--- src/hdl/srle_pkg.sv ---
// shared types and constants for the run-length sprite row decoder
`default_nettype none

package srle_pkg;

  typedef enum logic [2:0] {
    PH_COUNT,
    PH_SKIP,
    PH_RUNLEN,
    PH_PIXEL,
    PH_DONE
  } srle_phase_t;

  typedef struct packed {
    logic [7:0] code_byte;
    logic       first_byte;
  } srle_in_t;

  typedef struct packed {
    logic       pixel_valid;
    logic [9:0] pixel_col;
    logic [9:0] pixel_row;
    logic [7:0] pixel_colour;
    logic       picture_done;
  } srle_out_t;

  typedef struct packed {
    srle_phase_t phase;
    logic [10:0] column;
    logic [10:0] row_index;
    logic [7:0]  row_byte_count;
    logic [9:0]  row_bytes_taken;
    logic [7:0]  run_left;
    logic [21:0] byte_index;
  } srle_state_t;

  typedef struct packed {
    logic [10:0] eff_width;
    logic [10:0] eff_height;
    logic [21:0] data_length;
  } srle_cfg_t;

  localparam logic [1:0] CFG_PIC_WIDTH   = 2'd0;
  localparam logic [1:0] CFG_PIC_HEIGHT  = 2'd1;
  localparam logic [1:0] CFG_DATA_LENGTH = 2'd2;

  localparam logic [10:0] COL_MAX      = 11'd2047;
  localparam logic [9:0]  TAKEN_MAX    = 10'd1023;
  localparam logic [21:0] BYTE_IDX_MAX = 22'h3F_FFFF;

  localparam srle_state_t STATE_RESET = '{
    phase:           PH_COUNT,
    column:          11'd0,
    row_index:       11'd0,
    row_byte_count:  8'd0,
    row_bytes_taken: 10'd0,
    run_left:        8'd0,
    byte_index:      22'd0
  };

endpackage

`default_nettype wire

--- src/hdl/srle_step.sv ---
// next decoder state and result for one coded byte
`default_nettype none

module srle_step (
  input  srle_pkg::srle_state_t state,
  input  srle_pkg::srle_in_t    item,
  input  srle_pkg::srle_cfg_t   cfg,
  output srle_pkg::srle_state_t state_next,
  output srle_pkg::srle_out_t   result,
  output logic                  has_result
);
  import srle_pkg::*;

  srle_state_t cur;
  srle_state_t nx;
  logic [7:0]  b;
  logic [11:0] skip_sum;
  logic [10:0] col_inc;
  logic [10:0] col_after;
  logic [10:0] row_p1;
  logic [10:0] row_p2;
  logic [9:0]  taken_inc;
  logic [7:0]  run_dec;
  logic        len_hit_skip;
  logic        len_hit_row;
  logic        row_full;
  logic        pix;
  logic        done_now;

  always_comb begin
    cur = item.first_byte ? STATE_RESET : state;
    b   = item.code_byte;

    skip_sum  = {1'b0, cur.column} + {4'b0, b};
    col_inc   = (cur.column < COL_MAX) ? cur.column + 11'd1 : cur.column;
    col_after = (cur.phase == PH_PIXEL) ? col_inc : cur.column;
    row_p1    = cur.row_index + 11'd1;
    row_p2    = cur.row_index + 11'd2;
    taken_inc = (cur.row_bytes_taken < TAKEN_MAX) ? cur.row_bytes_taken + 10'd1
                                                  : cur.row_bytes_taken;
    run_dec   = cur.run_left - 8'd1;

    // index after the current byte (skip end) or after the next one (row end)
    len_hit_skip = ({1'b0, cur.byte_index} + 23'd1) >= {1'b0, cfg.data_length};
    len_hit_row  = ({2'b0, cur.byte_index} + 24'd2) >= {2'b0, cfg.data_length};
    row_full     = (col_after >= cfg.eff_width) ||
                   (taken_inc >= {2'b0, cur.row_byte_count});

    nx  = cur;
    pix = 1'b0;

    case (cur.phase)
      PH_COUNT: begin
        if (cur.row_index >= cfg.eff_height) begin
          nx.phase = PH_DONE;
        end else begin
          nx.row_byte_count  = b;
          nx.row_bytes_taken = 10'd1;
          if (b == 8'd0) begin
            nx.row_index = row_p1;
            nx.phase     = (row_p1 >= cfg.eff_height) ? PH_DONE : PH_COUNT;
          end else begin
            nx.column = 11'd0;
            nx.phase  = PH_SKIP;
          end
        end
      end
      PH_SKIP: begin
        if (skip_sum >= {1'b0, cfg.eff_width}) begin
          // skip reaching the width ends the row; the byte is the next row count
          if (len_hit_skip) begin
            nx.phase = PH_DONE;
          end else begin
            nx.row_index = row_p1;
            if (row_p1 >= cfg.eff_height) begin
              nx.phase = PH_DONE;
            end else begin
              nx.row_byte_count  = b;
              nx.row_bytes_taken = 10'd1;
              if (b == 8'd0) begin
                nx.row_index = row_p2;
                nx.phase     = (row_p2 >= cfg.eff_height) ? PH_DONE : PH_COUNT;
              end else begin
                nx.column = 11'd0;
                nx.phase  = PH_SKIP;
              end
            end
          end
        end else begin
          nx.column          = skip_sum[10:0];
          nx.row_bytes_taken = taken_inc;
          nx.phase           = PH_RUNLEN;
        end
      end
      PH_RUNLEN, PH_PIXEL: begin
        nx.row_bytes_taken = taken_inc;
        if (cur.phase == PH_PIXEL) begin
          pix         = cur.column < cfg.eff_width;
          nx.column   = col_inc;
          nx.run_left = run_dec;
        end else begin
          nx.run_left = b;
        end
        if ((cur.phase == PH_RUNLEN) && (b != 8'd0)) begin
          nx.phase = PH_PIXEL;
        end else if ((cur.phase == PH_PIXEL) && (run_dec != 8'd0)) begin
          nx.phase = PH_PIXEL;
        end else if (row_full) begin
          if (len_hit_row) begin
            nx.phase = PH_DONE;
          end else begin
            nx.row_index = row_p1;
            nx.phase     = (row_p1 >= cfg.eff_height) ? PH_DONE : PH_COUNT;
          end
        end else begin
          nx.phase = PH_SKIP;
        end
      end
      default: begin
        nx.phase = PH_DONE;
      end
    endcase

    nx.byte_index = (cur.byte_index < BYTE_IDX_MAX) ? cur.byte_index + 22'd1
                                                    : cur.byte_index;

    done_now = (nx.phase == PH_DONE) && (cur.phase != PH_DONE);

    result.pixel_valid  = pix;
    result.pixel_col    = pix ? cur.column[9:0] : 10'd0;
    result.pixel_row    = pix ? cur.row_index[9:0] : 10'd0;
    result.pixel_colour = pix ? b : 8'd0;
    result.picture_done = done_now;
    has_result          = pix || done_now;
    state_next          = nx;
  end

endmodule

`default_nettype wire

--- src/hdl/srle_out_fifo.sv ---
// two-entry result buffer between the decode stage and the output channel
`default_nettype none

module srle_out_fifo (
  input  logic                clk,
  input  logic                rst,
  input  logic                push,
  input  srle_pkg::srle_out_t push_data,
  output logic                full,
  output logic                out_valid,
  input  logic                out_stall,
  output srle_pkg::srle_out_t out_data
);
  import srle_pkg::*;

  srle_out_t  mem [2];
  logic       wr_ptr;
  logic       rd_ptr;
  logic [1:0] count;
  logic       pop;

  assign pop       = out_valid && !out_stall;
  assign full      = count == 2'd2;
  assign out_valid = count != 2'd0;
  assign out_data  = mem[rd_ptr];

  always_ff @(posedge clk) begin
    if (push) begin
      mem[wr_ptr] <= push_data;
    end
  end

  always_ff @(posedge clk) begin
    if (rst) begin
      wr_ptr <= 1'b0;
      rd_ptr <= 1'b0;
      count  <= 2'd0;
    end else begin
      if (push) begin
        wr_ptr <= !wr_ptr;
      end
      if (pop) begin
        rd_ptr <= !rd_ptr;
      end
      case ({push, pop})
        2'b10:   count <= count + 2'd1;
        2'b01:   count <= count - 2'd1;
        default: count <= count;
      endcase
    end
  end

  a_no_overflow: assert property (@(posedge clk) disable iff (rst)
    full |-> !push)
    else $error("result pushed into a full buffer");

  a_count_range: assert property (@(posedge clk) disable iff (rst)
    count != 2'd3)
    else $error("result buffer count out of range");

  a_pop_drains: assert property (@(posedge clk) disable iff (rst)
    (pop && !push) |=> (count == $past(count) - 2'd1))
    else $error("result buffer count lost a pop");

endmodule

`default_nettype wire

--- src/hdl/sprite_rle_row_decoder_core.sv ---
// top level of the run-length sprite row decoder
// an accepted byte's result reaches the output through the input register, then
// the result buffer register; bytes that yield no result leave none
// throughput: one coded byte per cycle while the result buffer has room (decode is combinational)
// rst (synchronous) clears decode state and the buffers and sets all
// configuration registers to 1
`default_nettype none

module sprite_rle_row_decoder_core #(
  parameter int MAX_DIM = 1024
) (
  input  logic                clk,
  input  logic                rst,
  input  logic                in_valid,
  output logic                in_stall,
  input  srle_pkg::srle_in_t  in_data,
  output logic                out_valid,
  input  logic                out_stall,
  output srle_pkg::srle_out_t out_data,
  input  logic                cfg_valid,
  output logic                cfg_ready,
  input  logic [1:0]          cfg_index,
  input  logic [21:0]         cfg_data
);
  import srle_pkg::*;

  localparam logic [10:0] DIM_CAP = (MAX_DIM > 2047) ? 11'd2047 : 11'(MAX_DIM);

  srle_cfg_t   cfg;
  srle_state_t state;
  srle_state_t state_next;
  srle_in_t    s1_data;
  logic        s1_valid;
  srle_out_t   step_result;
  logic        step_has_result;
  logic        fifo_full;
  logic        fire;
  logic        push;
  logic [10:0] cfg_dim;

  assign cfg_ready = 1'b1;
  assign cfg_dim   = (cfg_data[10:0] < DIM_CAP) ? cfg_data[10:0] : DIM_CAP;

  always_ff @(posedge clk) begin
    if (rst) begin
      cfg.eff_width   <= 11'd1;
      cfg.eff_height  <= 11'd1;
      cfg.data_length <= 22'd1;
    end else if (cfg_valid) begin
      case (cfg_index)
        CFG_PIC_WIDTH:   cfg.eff_width   <= cfg_dim;
        CFG_PIC_HEIGHT:  cfg.eff_height  <= cfg_dim;
        CFG_DATA_LENGTH: cfg.data_length <= cfg_data;
        default:         cfg             <= cfg;
      endcase
    end
  end

  // input register holds until the result buffer has room
  assign in_stall = s1_valid && fifo_full;
  assign fire     = s1_valid && !fifo_full;
  assign push     = fire && step_has_result;

  always_ff @(posedge clk) begin
    if (rst) begin
      s1_valid <= 1'b0;
    end else if (!in_stall) begin
      s1_valid <= in_valid;
    end
  end

  always_ff @(posedge clk) begin
    if (!in_stall && in_valid) begin
      s1_data <= in_data;
    end
  end

  always_ff @(posedge clk) begin
    if (rst) begin
      state <= STATE_RESET;
    end else if (fire) begin
      state <= state_next;
    end
  end

  srle_step u_step (
    .state      (state),
    .item       (s1_data),
    .cfg        (cfg),
    .state_next (state_next),
    .result     (step_result),
    .has_result (step_has_result)
  );

  srle_out_fifo u_out_fifo (
    .clk       (clk),
    .rst       (rst),
    .push      (push),
    .push_data (step_result),
    .full      (fifo_full),
    .out_valid (out_valid),
    .out_stall (out_stall),
    .out_data  (out_data)
  );

  a_done_sticky: assert property (@(posedge clk) disable iff (rst)
    (fire && state.phase == PH_DONE && !s1_data.first_byte) |=> state.phase == PH_DONE)
    else $error("decoder left the finished phase without a restart");

  a_push_meaningful: assert property (@(posedge clk) disable iff (rst)
    push |-> (step_result.pixel_valid || step_result.picture_done))
    else $error("empty result pushed");

  a_pixel_in_width: assert property (@(posedge clk) disable iff (rst)
    (push && step_result.pixel_valid) |-> (state.column < cfg.eff_width))
    else $error("pixel written past the picture width");

  a_stall_needs_item: assert property (@(posedge clk) disable iff (rst)
    in_stall |-> s1_valid)
    else $error("input stalled with an empty input register");

endmodule

`default_nettype wire
--- config.mk ---
export PLATFORM = sky130hd
export DESIGN_NAME = sprite_rle_row_decoder_core
export DESIGN_NICKNAME = d
export VERILOG_FILES = /design/src/hdl/srle_pkg.sv /design/src/hdl/srle_step.sv /design/src/hdl/srle_out_fifo.sv /design/src/hdl/sprite_rle_row_decoder_core.sv
export SDC_FILE = /design/constraint.sdc
export NUM_CORES = 1
export LEC_CHECK = 0
export ABC_AREA = 0
export BUFFER_PORTS_ARGS = -buffer_cell sky130_fd_sc_hd__buf_2
export CORE_ASPECT_RATIO = 0.5
export CORE_UTILIZATION = 45
export DETAILED_ROUTE_END_ITERATION = 16
export SLEW_MARGIN = 20
export SYNTH_ARGS = -nofsm -noshare
export SYNTH_HDL_FRONTEND = slang
export SYNTH_SLANG_ARGS = --single-unit
--- constraint.sdc ---
create_clock -name clk -period 5.2 [get_ports clk]
set_input_delay 0 -clock clk [delete_from_list [all_inputs] [get_ports clk]]
set_output_delay 0 -clock clk [all_outputs]
set_load 0.02 [all_outputs]
After elaboration in Yosys (flattened, before gate mapping). Memories as Yosys holds them, arrays and structs flattened. A register that Yosys moved wholly into a read port is not among the register bits. Cells that the tools add are included.

$add $sub $neg: 11. Magnitude comparators: 13. Equality and inequality tests: 10. Mux-type cells: 46. Reduce and logical (&&, ||, !) cells: 26.

Operator list (count): 40-bit two-way mux (3); 11-bit two-way mux (10); 73-bit two-way mux (1); 22-bit case mux with 3 select lines (1); 11-bit >= comparator (4); 10-bit two-way mux (4); 3-bit two-way mux (11); 10-bit case mux with 3 select lines (1); 24-bit by 22-bit >= comparator with 1-bit output (1); 8-bit two-way mux (3); 22-bit by 1-bit adder with 23-bit output (second input constant) (1); 22-bit by 2-bit adder with 23-bit output (second input constant) (1); 23-bit by 22-bit >= comparator with 1-bit output (1); 11-bit by 1-bit adder with 11-bit output (second input constant) (2); 22-bit by 1-bit adder with 22-bit output (second input constant) (1); 11-bit < comparator (second input constant) (2); 22-bit < comparator (second input constant) (1); 22-bit two-way mux (1); 19-bit two-way mux (1); 8-bit case mux with 2 select lines (1); 8-bit nonzero test (2); 14-bit two-way mux (1); 11-bit by 8-bit adder with 12-bit output (1); 12-bit by 11-bit >= comparator with 1-bit output (1); 26 further kinds (50).

Flip-flop bits (word level): 131. Memory bits (writable): 60. Input bits: 38. Output and inout port bits: 33. Word-level logic and storage cells: 123. Memories kept: 1.

Memory list: u_out_fifo.mem (words 2, width 30, read ports 1, clocked after memory_dff 1, wr ports 1, RTL line srle_out_fifo.sv:16) `srle_out_t mem [2];`.

Logic depth before layout (Yosys ltp). Gate-level depths: netlist of run 1.

Depth in word-level cells: 16. Mapped depth: 27. Gate-level depth less buffers: 24.

By module. A second synthesis of run 1 with hierarchy kept.

Cells, all modules: 1743. Area, all modules: 13802.0 um^2.

By module, submodules not included: srle_step (instances 1, cells an instance 1086, area an instance 6981.7 um^2, sequential area each 0.0 um^2); sprite_rle_row_decoder_core (instances 1, cells an instance 539, area an instance 4448.0 um^2, sequential area each 2632.5 um^2); srle_out_fifo (instances 1, cells an instance 118, area an instance 2372.3 um^2, sequential area each 1901.8 um^2).

Worst setup path after synthesis of run 1. No wires, ideal clock.

Path kind: register to register. From: register s1_data[0] in the netlist's numbering. To: memory u_out_fifo.mem[0][0] in the netlist's numbering, enable pin. Setup time: 0.417 ns. Arrival: 5.351 ns. Required time: 4.783 ns. Setup slack: -0.568 ns. Stages on the path, launching flop included: 24. Buffers on the path: 4. Clock period less this slack: 5.768 ns. Path through: edfxtp_1 > buf_2 > clkbuf_1 > clkbuf_1 > nor2b_1 > ha_1 > or2_1 > maj3_1 > a21oi_1 > a21oi_1 > nand2_1 > xor2_1 > nor2_1 > ha_1 > a211oi_1 > o211ai_1 > a21oi_1 > o21bai_1 > or2_1 > buf_2 > o311ai_1 > a21oi_2 > o21ai_2 > nor2_1.

RTL lines: start: declaration (RTL line sprite_rle_row_decoder_core.sv:32) `srle_in_t s1_data;`; start signal: assignment (RTL line sprite_rle_row_decoder_core.sv:74) `s1_data <= in_data;`; end: declaration (RTL line srle_out_fifo.sv:16).

==> impl_metrics.ini, run 1 <==
[power]
cellInternalPower_mw = 2.571
switching_share_pct = 32.87
p_comb_share_pct = 21.9
p_switching_mw = 1.259
power.leakage_nw = 6.118
power_frac_seq_pct = 43.7
powerDensity_nw_per_um2 = 245.1
total_power_mw = 3.830
ir_drop_mv = 0.2114
clkPwrFrac_pct = 34.5

[logic_synthesis]
ys_top_cells_by_count = 223 x nor2_1, 190 x nand2_1, 124 x a21oi_1, 123 x dfxtp_1, 120 x ha_1
yosysTopAreaCellShare_pct = 18.06
synth_async_sr_flop_share_pct = 0
synthesis.area_um2 = 13630
synth-seq-cells = 192
syn-num-nets = 1831
synthFlopType = dfxtp_1
yosysSeqAreaShare_pct = 33.26
synth_area_per_cell_um2 = 8.150
synth.area.top_cells = dfxtp_1 18%, edfxtp_1 15%, ha_1 11%
ys_types = 93
yosys_warnings = 0
synth_most_common_cell = nor2_1
netlist_instances = 1673
synth_edf_count = 69
synth_top_area_cell = dfxtp_1

[floorplanning]
die-area_um2 = 31040
die_w_um = 248.2
die_h_um = 125.1
row_count = 44
start_util_pct = 46.38
core_area_um2 = 29400
pin_count = 71

[clock_tree]
clock_latency_ps = 460
cts.path.max_buffers = 2
cts.reportedPaths.clkPinSlew_ps = 80
cts_tree = built
cts_max_level = 4
clock_sinks = 192
root_buffer = clkbuf_16
cts_made_buffers = 17

[sta]
skew_ps = 12.52
setup_viol = 0
worstMarginPinSlew_ps = 1051
fin_crit_sh_pct = 94.68
finalHoldViolCount = 0
slew_viol_final = 0
fmax_mhz = 203.1
slew_headroom_pct = 29.73
whs_ps = 90.95
min_period_ps = 4924

[setup_path]
start_kind = register
endpoint = u_out_fifo.count[1]
r2r-end = u_out_fifo.count[1]
crit_arrival_ps = 5310
critPathCaptureType = register
reg2reg_from = s1_data[0]
criticalPathCategory = reg2reg
required_ps = 5590
ff2ff_setup_slack_ps = 280
reg2reg_depth = 21
crit_path_start = s1_data[0]
path_max_fanout = 9

[drt]
wire_per_inst_um = 18.79
drt_first_pass_iters = 6
drt.antenna.violating_nets = 0
drt_wl_total_mm = 40.80
drt_iter0_markers = 1225
drc = 0
via_count = 12638
viasPerCell = 5.819

[finish]
fill_cells = 2762
nNetsFinal = 1926
syn2layout_area_growth_pct = 14.60
layout-drive-gt1-share_pct = 13.92
diodes = 0

[place]
io_buffers = 69
routabilityCongestion = 0.9921
dpl.hpwl_mm = 30.28

[grt]
grt_max_degree = 78
grt_antenna_before_repair = 0
grt_pass1_wl_mm = 64.12
track_usage_pct = 26.37
overflow = 0
grt_pass1_vias = 11846

[flow_run]
drv_cap = 0

[min_path]
hold_class = in2reg

[outcome]
status = complete, no violations
==> flip-flops by register name, summed over array words and instances (netlist names), named ones only <==
| name | cells |
|---|---|
| u_out_fifo.mem | 60 |
| u_out_fifo.rd_ptr | 1 |
| s1_data | 9 |
| u_out_fifo.wr_ptr | 1 |
| s1_valid | 1 |
| cfg | 44 |
| state | 73 |
| u_out_fifo.count | 2 |
==> worst max-delay path, stage by stage (launching register included) <==
cell and delay (ps):
edfxtp_1 460, inv_1 180, buf_4 250, nand2_1 90
inv_1 140, ha_1 190, nand3_1 130, nor2_1 230
nand4_1 150, xor2_1 170, nor2_1 240, ha_1 270
a211oi_2 100, a32oi_1 260, o31a_1 300, nor3_1 100
o41a_1 400, a21oi_4 240, o21ai_2 90, ha_1 340
or3_1 370, a21oi_1 130
==> cells by family after synthesis <==
group / Yosys count / share of synthesized area [%]
adder cells (fa/ha/maj): 125 / 11.39
buffers and inverters: 183 / 5.359
multiplexers: 38 / 3.102
XOR/XNOR: 90 / 5.781
flip-flops: 192 / 33.26
other: 1 / 0.02750
AO/OA/AOI/OAI: 362 / 17.62
AND/OR/NAND/NOR: 682 / 23.47
==> layer usage <==
| metal | up-vias | routed length, um | global-route usage, % |
|---|---|---|---|
| li1 | 6116 | - | - |
| met1 | 5999 | 19730 | 38.18 |
| met2 | 459 | 17400 | 39.49 |
| met3 | 64 | 2802 | 5.389 |
| met4 | 0 | 870 | 7.281 |
| met5 | - | 0 | 0 |
==> layout make-up <==
| type | instances | area, um^2 | share of cell area [%] |
|---|---|---|---|
| Tap cell | 391 | 489.2 | 3.131 |
| Multi-Input combinational cell | 1298 | 8458 | 54.13 |
| Timing Repair Buffer | 179 | 1279 | 8.184 |
| Inverter | 80 | 300.3 | 1.922 |
| Clock inverter | 15 | 138.9 | 0.8889 |
| Sequential cell | 192 | 4534 | 29.02 |
| Clock buffer | 17 | 425.4 | 2.723 |
==> power by group through the flow <==
stage | clock (mW) | sequential [mW] | combinational, mW
finish | 1.32 | 1.67 | 0.837
global route | 1.40 | 1.68 | 0.916
CTS | 1.34 | 1.67 | 0.820
detailed placement | 0 | 1.70 | 0.795
global placement | 0 | 1.70 | 0.783
floorplan | 0 | 1.67 | 0.568
==> through the flow <==
step | instance area (um^2) | utilization [%] | cells | setup slack [ps] | setup TNS [ps]
6_report | 15630 | 53.15 | 2172 | 276.4 | 0
5_1_grt | 15630 | 53.15 | 2172 | -20.70 | -20.70
4_1_cts | 15540 | 52.87 | 2171 | 5.877 | 0
3_5_place_dp | 14610 | 49.69 | 2102 | 55.98 | 0
3_3_place_gp | 14610 | 49.69 | 2102 | 104.6 | 0
2_1_floorplan | 13640 | - | 1673 | -78.37 | -4702
==> repair_timing <==
item,in CTS,in global routing
endpoints found under the hold margin,62,0
resized for setup,0,16
setup endpoints to repair,0,75
buffers inserted,0,1
hold buffers,37,0
==> worst min-delay path by stage <==
stage                       to  cells after the start       start  slack (ps)
CTS                    cfg[42]                      4   cfg_valid          70
global placement    s1_data[5]                      1  in_data[5]         180
detailed placement  s1_data[4]                      1  in_data[4]         180
global route           cfg[43]                      4   cfg_valid          80
floorplan           s1_data[0]                      0  in_data[0]         100
finish                 cfg[43]                      4   cfg_valid          90
==> layout by cell type, fill, tap and decap left out, types with 25 or more instances in the layout <==
cell type      instances
nor2_1               219
nand2_1              190
nand3_1               39
xnor2_1               44
o21ai_0               49
inv_1                 80
dlygate4sd3_1         37
dfxtp_1              123
nand4_1               25
edfxtp_1              69
a21oi_1              124
nor3_1                63
ha_1                 120
xor2_1                45
buf_4                 73
nor2b_1               43
mux2_2                30
buf_2                 68
Note: power is estimated with default switching activity, not from simulation.
==> run 2: changes to the inputs <==
- CAP_MARGIN: default -> 20
- GPL_TIMING_DRIVEN: default -> 0
- REMOVE_ABC_BUFFERS: default -> 1
==> impl_metrics.ini, run 2 (synthesis results as in run 1) <==
[grt]
grt_antenna_before_repair = 0
track_usage_pct = 26.26
overflow = 0
grt_max_degree = 84
grt_pass1_wl_mm = 63.73
grt_pass1_vias = 11851

[sta]
setup_viol = 0
fin_ws_ps = 182.8
slew_headroom_pct = 32.88
slew_viol_final = 0
fmax_mhz = 199.3
min_period_ps = 5017
worstMarginPinSlew_ps = 1005
finalHoldViolCount = 0
skew_ps = 16.85
fin_crit_sh_pct = 96.49

[power]
powerDensity_nw_per_um2 = 238.9
ir_drop_mv = 0.2939
power.leakage_nw = 6.177

[min_path]
hold_class = in2reg

[clock_tree]
root_buffer = clkbuf_16
cts_made_buffers = 17
clock_latency_ps = 480
cts_tree = built
cts.reportedPaths.clkPinSlew_ps = 80
cts_max_level = 4
clock_sinks = 192
cts.path.max_buffers = 2

[place]
place_inst = 2046
routabilityCongestion = 0.9383
place_area_um2 = 14350
post-place-ws_ps = -1754
io_buffers = 69
dpl.hpwl_mm = 29.18

[setup_path]
path_max_fanout = 34
slowest_delay_ps = 660
critPathCaptureType = register
crit_arrival_ps = 5420
criticalPathCategory = reg2reg
slowest_stage = nor3_1
cp_top_family = compound AO/OA/AOI/OAI gates
required_ps = 5600
path_cells = buf_4 > buf_12 > clkinv_16 > nand2_1 > inv_2 > ha_1 > nand3_2 > nor2_4 > nand3_1 > xnor2_2 > ha_1 > a211oi_2 > nand2_1 > o31ai_1 > o2111ai_4 > nor3_1 > a221oi_1 > o21ai_1
start_kind = register
cp_num_buf_inv = 4

[floorplanning]
pin_count = 71
die-area_um2 = 31040
start_util_pct = 46.38
core_area_um2 = 29400
die_w_um = 248.2
die_h_um = 125.1
row_count = 44

[finish]
diodes = 0
top_register = state
syn2layout_area_growth_pct = 17.98
final_cell_mix = 211 x nor2_1, 186 x nand2_1, 121 x a21oi_1
finalInstanceArea_um2 = 16090
final_cells = 2157
fill_cells = 2714
reg_top3 = state x73, u_out_fifo.mem x60, cfg x44
largest_register_ffs = 73
nNetsFinal = 1911
layout_commonest_cell = nor2_1
layout-drive-gt1-share_pct = 15.46

[drt]
drt_iter0_markers = 1110
viasPerCell = 5.771
via_count = 12448
drt.antenna.violating_nets = 0
drt_wl_total_mm = 40.14
drt_first_pass_iters = 5
drc = 0
wire_per_inst_um = 18.61

[outcome]
status = complete, no violations

[flow_run]
drv_cap = 0
run 2: layer usage:
metal	wire length, um	vias up	GRT usage (%)
met4	969	0	9.362
met2	17430	409	39.85
met1	18810	5889	36.50
li1	-	6087	-
met3	2939	63	5.861
met5	0	-	0
run 2: where the power goes:
part,switching [mW],internal (mW),total [mW]
combinational,0.516,0.349,0.865
clock,0.656,0.628,1.28
sequential,0.0858,1.61,1.69
total,1.26,2.59,3.84
run 2: path summary, 6_finish.rpt:
path                    from         to  slack, ps  cells after the start
hold / removal     cfg_valid    cfg[41]        100                      4
setup / recovery  s1_data[0]  state[54]        180                     18
setup reg to reg  s1_data[0]  state[54]        180                     18
hold reg to reg    state[42]  state[42]        460                      2
run 2: tightest hold or removal path, cell delays in order:
cell	delay (ps)
buf_2	130
nor3b_1	240
nand2_1	100
a21oi_1	50
run 2: layout make-up:
cell class	instances	area [um^2]	area share, %
repair buffers	164	1359	8.447
inverters	80	326.6	2.030
well taps	391	489.2	3.041
clock inverters	14	126.4	0.7856
flip-flops and latches	192	4538	28.21
multi-input cells	1298	8817	54.81
clock buffers	18	429.2	2.668
run 2: what timing repair did:
action	CTS	global route
hold buffers	53	0
setup endpoints to repair	108	98
hold endpoints to repair	58	0
pin swaps	7	23
gates resized for setup	52	45
buffers inserted	10	16
run 2: through the flow:
stage	utilization [%]	hold slack, ps	power, mW	TNS (ps)
2_1_floorplan	-	69.07	2.205	-232150
3_3_place_gp	47.75	177.0	2.440	-850200
3_5_place_dp	48.81	178.1	2.483	-150410
4_1_cts	53.53	76.82	3.830	0
5_1_grt	54.72	133.1	4.021	-51.28
6_report	54.72	96.18	3.843	0
